$ cat src/rtl/iirlp5_pkg.sv
`timescale 1ns / 1ps
package iirlp5_pkg;

  localparam int DATA_W     = 8;
  localparam int HIST_DEPTH = 5;
  localparam int COEF_W     = 8;
  // |acc| stays below 384*128, so 18 signed bits leave headroom
  localparam int ACC_W      = 18;
  localparam int FRAC_BITS  = 7;

  typedef logic signed [DATA_W-1:0] sample_t;
  typedef logic signed [COEF_W-1:0] coef_t;
  typedef logic signed [ACC_W-1:0]  acc_t;

  // Feedforward taps x0..x5 and feedback taps y1..y5, scaled by 128
  localparam coef_t FF_COEF [HIST_DEPTH+1] = '{
    coef_t'(14), coef_t'(28), coef_t'(44), coef_t'(44), coef_t'(28), coef_t'(14)
  };
  localparam coef_t FB_COEF [HIST_DEPTH] = '{
    coef_t'(68), coef_t'(-112), coef_t'(16), coef_t'(-15), coef_t'(-1)
  };

  // Bias that turns an arithmetic shift into truncation toward zero
  localparam acc_t TRUNC_BIAS = acc_t'((1 << FRAC_BITS) - 1);

  // Offset binary <-> two's complement: flip the top bit
  localparam logic [DATA_W-1:0] MID_FLIP = DATA_W'(1) << (DATA_W - 1);

endpackage

$ cat src/rtl/iirlp5_cell.sv
`timescale 1ns / 1ps
// One delay stage: holds x[k] and y[k], forms its share of the sum.
module iirlp5_cell (
  input  logic              clk,
  input  logic              rst_n,
  input  logic              adv,
  input  iirlp5_pkg::sample_t x_in,
  input  iirlp5_pkg::sample_t y_in,
  input  iirlp5_pkg::coef_t   ff_coef,
  input  iirlp5_pkg::coef_t   fb_coef,
  output iirlp5_pkg::sample_t x_out,
  output iirlp5_pkg::sample_t y_out,
  output iirlp5_pkg::acc_t    term
);
  import iirlp5_pkg::*;

  sample_t x_r, x_nxt;
  sample_t y_r, y_nxt;
  logic signed [DATA_W+COEF_W-1:0] ff_prod;
  logic signed [DATA_W+COEF_W-1:0] fb_prod;

  always_comb begin
    x_nxt = adv ? x_in : x_r;
    y_nxt = adv ? y_in : y_r;
  end

  always_ff @(posedge clk) begin
    if (!rst_n) begin
      x_r <= '0;
      y_r <= '0;
    end else begin
      x_r <= x_nxt;
      y_r <= y_nxt;
    end
  end

  assign ff_prod = ff_coef * x_r;
  assign fb_prod = fb_coef * y_r;
  assign term    = acc_t'(ff_prod) + acc_t'(fb_prod);
  assign x_out   = x_r;
  assign y_out   = y_r;

endmodule

$ cat src/rtl/iir_lowpass_order5_core.sv
`timescale 1ns / 1ps
// Fixed 5th-order low-pass IIR filter, direct form I, for an 8-bit converter
// sample stream.
// Input channel: in_valid / in_ready carry in_adc_sample, offset binary with
// midscale 128. Output channel: out_valid / out_ready carry out_dac_value,
// the filtered sample, also offset binary.
// Every input transfer produces exactly one output transfer, in order.
// The result is registered in the output buffer and reaches the output port
// once the head is free. Throughput: one sample per clock while in_ready is
// high; the feedback loop (new output into the first delay cell) closes
// through the multiply-add tree, the divide-by-128 and the history registers.
// A two-entry output buffer (head plus skid register) decouples the sides:
// an input transfer is taken while a result waits, and in_ready drops only
// when both entries are full.
// Reset (rst_n low, synchronous) zeroes all sample and output history and
// empties the output buffer. While the receiver stalls, the result holds
// on the output port and the filter state advances only on input transfers.
module iir_lowpass_order5_core (
  input  logic                         clk,
  input  logic                         rst_n,
  input  logic                         in_valid,
  output logic                         in_ready,
  input  logic [iirlp5_pkg::DATA_W-1:0] in_adc_sample,
  output logic                         out_valid,
  input  logic                         out_ready,
  output logic [iirlp5_pkg::DATA_W-1:0] out_dac_value
);
  import iirlp5_pkg::*;

  logic    in_xfer;
  logic    out_xfer;
  sample_t x0;
  sample_t y0;
  acc_t    acc;
  acc_t    acc_adj;

  // Delay line taps: index 0 is the new sample, k is k steps back
  sample_t x_tap [HIST_DEPTH+1];
  sample_t y_tap [HIST_DEPTH+1];
  acc_t    cell_term [HIST_DEPTH];
  acc_t    part_sum  [HIST_DEPTH+1];

  logic                head_v_r, head_v_nxt;
  logic                skid_v_r, skid_v_nxt;
  logic [DATA_W-1:0]   head_r, head_nxt;
  logic [DATA_W-1:0]   skid_r, skid_nxt;
  logic [DATA_W-1:0]   dac_new;

  assign in_ready = !skid_v_r;
  assign in_xfer  = in_valid && in_ready;
  assign out_xfer = head_v_r && out_ready;

  // Subtract 128: flip the top bit to get the signed sample
  assign x0 = sample_t'(in_adc_sample ^ MID_FLIP);

  assign x_tap[0] = x0;
  assign y_tap[0] = y0;

  // Row of delay cells; each shifts its pair of samples on every transfer
  for (genvar k = 0; k < HIST_DEPTH; k++) begin : g_cell
    iirlp5_cell u_cell (
      .clk     (clk),
      .rst_n   (rst_n),
      .adv     (in_xfer),
      .x_in    (x_tap[k]),
      .y_in    (y_tap[k]),
      .ff_coef (FF_COEF[k+1]),
      .fb_coef (FB_COEF[k]),
      .x_out   (x_tap[k+1]),
      .y_out   (y_tap[k+1]),
      .term    (cell_term[k])
    );
  end

  // Sum the new-sample tap and the cell terms
  always_comb begin
    part_sum[0] = acc_t'(FF_COEF[0] * x0);
    for (int k = 0; k < HIST_DEPTH; k++) begin
      part_sum[k+1] = part_sum[k] + cell_term[k];
    end
  end
  assign acc = part_sum[HIST_DEPTH];

  // Divide by 128 toward zero, keep the low byte (wraps)
  assign acc_adj = acc[ACC_W-1] ? (acc + TRUNC_BIAS) : acc;
  assign y0      = sample_t'(acc_adj[FRAC_BITS +: DATA_W]);
  assign dac_new = DATA_W'(y0) ^ MID_FLIP;

  // Output buffer: head drives the port, skid catches a transfer that
  // arrives while the head is stalled
  always_comb begin
    head_v_nxt = head_v_r;
    skid_v_nxt = skid_v_r;
    head_nxt   = head_r;
    skid_nxt   = skid_r;
    if (skid_v_r) begin
      if (out_xfer) begin
        head_nxt   = skid_r;
        skid_v_nxt = 1'b0;
      end
    end else if (in_xfer) begin
      if (!head_v_r || out_xfer) begin
        head_nxt   = dac_new;
        head_v_nxt = 1'b1;
      end else begin
        skid_nxt   = dac_new;
        skid_v_nxt = 1'b1;
      end
    end else if (out_xfer) begin
      head_v_nxt = 1'b0;
    end
  end

  always_ff @(posedge clk) begin
    if (!rst_n) begin
      head_v_r <= 1'b0;
      skid_v_r <= 1'b0;
    end else begin
      head_v_r <= head_v_nxt;
      skid_v_r <= skid_v_nxt;
    end
  end

  always_ff @(posedge clk) begin
    head_r <= head_nxt;
    skid_r <= skid_nxt;
  end

  assign out_valid     = head_v_r;
  assign out_dac_value = head_r;

endmodule
$ cat config.mk
export PLATFORM = sky130hd
export DESIGN_NAME = iir_lowpass_order5_core
export DESIGN_NICKNAME = d
export VERILOG_FILES = /design/src/rtl/iirlp5_pkg.sv /design/src/rtl/iirlp5_cell.sv /design/src/rtl/iir_lowpass_order5_core.sv
export SDC_FILE = /design/constraint.sdc
export NUM_CORES = 1
export LEC_CHECK = 0
export ABC_CLOCK_PERIOD_IN_PS = 11400
export BUFFER_PORTS_ARGS = -buffer_cell sky130_fd_sc_hd__buf_2
export CORE_ASPECT_RATIO = 1.4
export CORE_MARGIN = 4
export CORE_UTILIZATION = 47
export DETAILED_ROUTE_END_ITERATION = 6
export SYNTH_ARGS = -nofsm -noshare
export SYNTH_HDL_FRONTEND = slang
export SYNTH_SLANG_ARGS = --single-unit
$ cat constraint.sdc
create_clock -name clk -period 11.4 [get_ports clk]
set_input_delay 1.71 -clock clk [delete_from_list [all_inputs] [get_ports clk]]
set_output_delay 1.71 -clock clk [all_outputs]
set_load 0.01 [all_outputs]
==> metrics.md <==
| Metric | Value |
|---|---|
| Slowest stage delay, CP | 0.56 ns |
| CTS tree | yes |
| Worst reg-to-reg setup slack | between 1.5 and 2 ns |
| Crit end category | flop |
| Sequential area share after synthesis | 0.162 |
| Status | finished, final reports clean |
| Yosys warnings | 0 |
| Initial antenna violation count | 0 |
| Setup TNS | 0 ns |
| Die height | approximately 200 um |
| Worst Tran Pin Value | 0.982 ns |
| Setup violators final | 0 |
| Synthesis-to-layout area growth | 5.95% |
| Sequential cell area | 2120 sq um |
| Area of the multi-input gates | slightly below 10000 sq um |
| Max-cap check violation count | 0 |
| Slew margin rel. | 0.345 |
| Most common cell after layout, fill and taps aside | inv_1 |
| # clock sinks | between 90 and 100 |
| GRT overflow | 0 |
| Max stage delay cell, worst path | xor2_1 |
| Skew-Pair Late Insertion Delay | 0.37 ns |
| Cells after Synth | ~1400 |
| Hold crit path type | flop to flop |
| Mux cell area share after synthesis | 0.0105 |
| Post-CTS Setup Bufs | 0 |
| Worst-path maximum fanout | 5 |
| Rows | approximately 70 |
| Synthesized cell area | 13100 sq um |
| Net Count, Synth | 1815 |
| Xor and xnor area share after synthesis | 0.0898 |
| Largest net degree at the start of global routing | 85 |
| Synth Flop Type | dfxtp_1 |
| Clk buf depth | 2 |
| Share of layout cells above drive strength 1 | 0.0495 |
| Mean Syn Cell Area | between 9 and 10 sq um |
| Die ar. | approximately 31000 sq um |
| Complex-gate fraction of the synthesized area | 0.133 |
| Cts repair resizes | 0 |
| WHS | 0.474 ns |
| Arr. time, crit path | 9.91 ns |
| Fin. max-slew vios | 0 |
| Dpl hpwl | 24000 um |
| Iteration-0 DRC Markers | 299 |
| CP Launch Type | flop |
| CTS Hold Bufs | 0 |
| Post-layout min period | 9.79 ns |
| Vias in the first global route | 9364 |
| Non-Filler Instances | ~1800 |
| Kind of critical path | flop to flop |
| Tcrit/Tclk final | 0.859 |
| Filler cell count | 2706 |
| # diodes | 0 |
| H-tree lvl count | 3 |
| Adder-cell area share of the yosys netlist | 0.424 |
| Clock-pin slew on the worst setup and hold paths | 0.07 ns |
| Wire per inst | 15.9 um |
| Drt pass-1 iters | 4 |
| Via count | 9135 |
| Ys async rst share | 0 |
| Hold Fails Final Rpt | 0 |
| Core Footprint | 27600 sq um |
| Global-route wire length before repair | 47200 um |
| Routability cong. | 0.815 |
| Root Buffer | clkbuf_16 |
| Chip Width | approximately 150 um |
| EDFF count, synth | 16 |
| Initial Util | 0.475 |
| Port Buffer Count | 21 |
| Main combinational cell family by area after synthesis | adder cells |
| I/O pin count | 22 |
| DRC | 0 |
| Post-synthesis register bit count | 98 |
| Synth unique cells | slightly above 60 |
| Nets | 1821 |
| Via density | 5.01 |
| CTS Buf Count | 9 |
| WP data required | 11.52 ns |
| Most frequent cells in the layout | inv_1, ha_1, nand2_1, fa_1, xnor2_1 |
| Placed cell count | approximately 1800 |
| Total global-route track usage | 0.198 |
| Post-DRT Antenna Nets | 0 |
| Routed WL | 28900 um |
| RSZ-0062 raised after global routing | no |
| Worst-case clock skew | 0.0106 ns |
| Achievable frequency | a little over 100 MHz |
| Crit path top cell by count | ha_1 |
| Post-Synth Simple-Gate Area | 0.0847 |
==> flip-flops by register name, indices dropped and copies added (netlist names) <==
register / cells
g_cell.u_cell.x_out: 40
g_cell.u_cell.y_out: 40
out_dac_value: 8
skid_r: 8
out_valid: 1
skid_v_r: 1
==> metal layers <==
metal | track usage | wire length [um] | vias up
met5 | 0 | 0 | -
met4 | 0.0729 | 981 | 0
met3 | 0.0225 | 663 | 32
met2 | 0.365 | 15300 | 89
met1 | 0.236 | 12000 | 4414
li1 | - | - | 4600
==> worst paths after layout <==
path                                                             start                                      to  cells past startpoint
worst min register to register  g_cell[4].u_cell.y_out[0]$_SDFFE_PN0P_  g_cell[4].u_cell.y_out[0]$_SDFFE_PN0P_                      2
worst max-delay path            g_cell[3].u_cell.x_out[2]$_SDFFE_PN0P_              out_dac_value[2]$_DFFE_PP_                     35
worst min-delay path            g_cell[4].u_cell.y_out[0]$_SDFFE_PN0P_  g_cell[4].u_cell.y_out[0]$_SDFFE_PN0P_                      2
worst max register to register  g_cell[3].u_cell.x_out[2]$_SDFFE_PN0P_              out_dac_value[2]$_DFFE_PP_                     35
==> cells in the mapped netlist (2+ instances only) <==
master	count	area, sq um
inv_1	304	1140
a221oi_2	2	30.0
o211a_1	6	60.1
or2_2	5	31.3
a21boi_0	79	593
o2111ai_1	2	17.5
a211oi_1	2	15.0
edfxtp_1	16	480
o21bai_1	21	158
o21a_1	3	22.5
mux2_2	7	78.8
a2bb2oi_1	2	17.5
nand2b_1	7	43.8
nor2b_1	14	87.6
xor2_1	31	272
mux2i_1	3	30.0
dfxtp_1	82	1640
nor2_1	27	101
fa_1	140	2800
ha_1	220	2750
nor3_1	7	35.0
nand3_1	12	60.1
and3_1	2	12.5
o31ai_1	2	15.0
a21o_1	20	150
or3_1	3	18.8
o21ai_0	40	200
a21oi_1	52	260
a31oi_1	6	37.5
nand2_1	176	661
xnor2_2	6	97.6
clkbuf_1	29	109
o21ba_1	2	20.0
xnor2_1	85	744
nor4_1	2	12.5
==> layout make-up <==
class                   count  share of cell area
flip-flops and latches     98               0.153
well taps                 370              0.0334
multi-input cells        1011               0.701
repair buffers             24             0.00919
clock buffers              10              0.0172
clock inverters             6             0.00352
inverters                 305              0.0825
==> kinds of logic after synthesis <==
logic type	count (synthesis)
AOI/OAI and AO/OA	254
adders and majority gates	360
xor gates and xnor gates	125
DFF	98
and+or+nand+nor	260
buffers and inverters	334
muxes	12
==> worst max-delay path, delay by kind of cell, from the launching register on <==
| family | cells | cell delay [ns] |
|---|---|---|
| fa+ha+maj | 11 | 4.09 |
| simple gates | 2 | 0.51 |
| buf+inv | 3 | 0.28 |
| mux | 1 | 0.27 |
| flops | 1 | 0.42 |
| xor+xnor | 7 | 1.88 |
| compound gates | 11 | 2.08 |
==> stage by stage <==
step / setup slack [ns] / util / instance area, sq um
2_1_floorplan: 2.50 / - / 13100
3_3_place_gp: 1.76 / 0.493 / 13600
3_5_place_dp: 1.57 / 0.493 / 13600
4_1_cts: 1.53 / 0.503 / 13900
5_1_grt: 1.03 / 0.503 / 13900
6_report: 1.61 / 0.503 / 13900
Power is left out: the tool's default activity adds up to more than one toggle a clock period on the data nets, which glitch-free logic cannot reach.
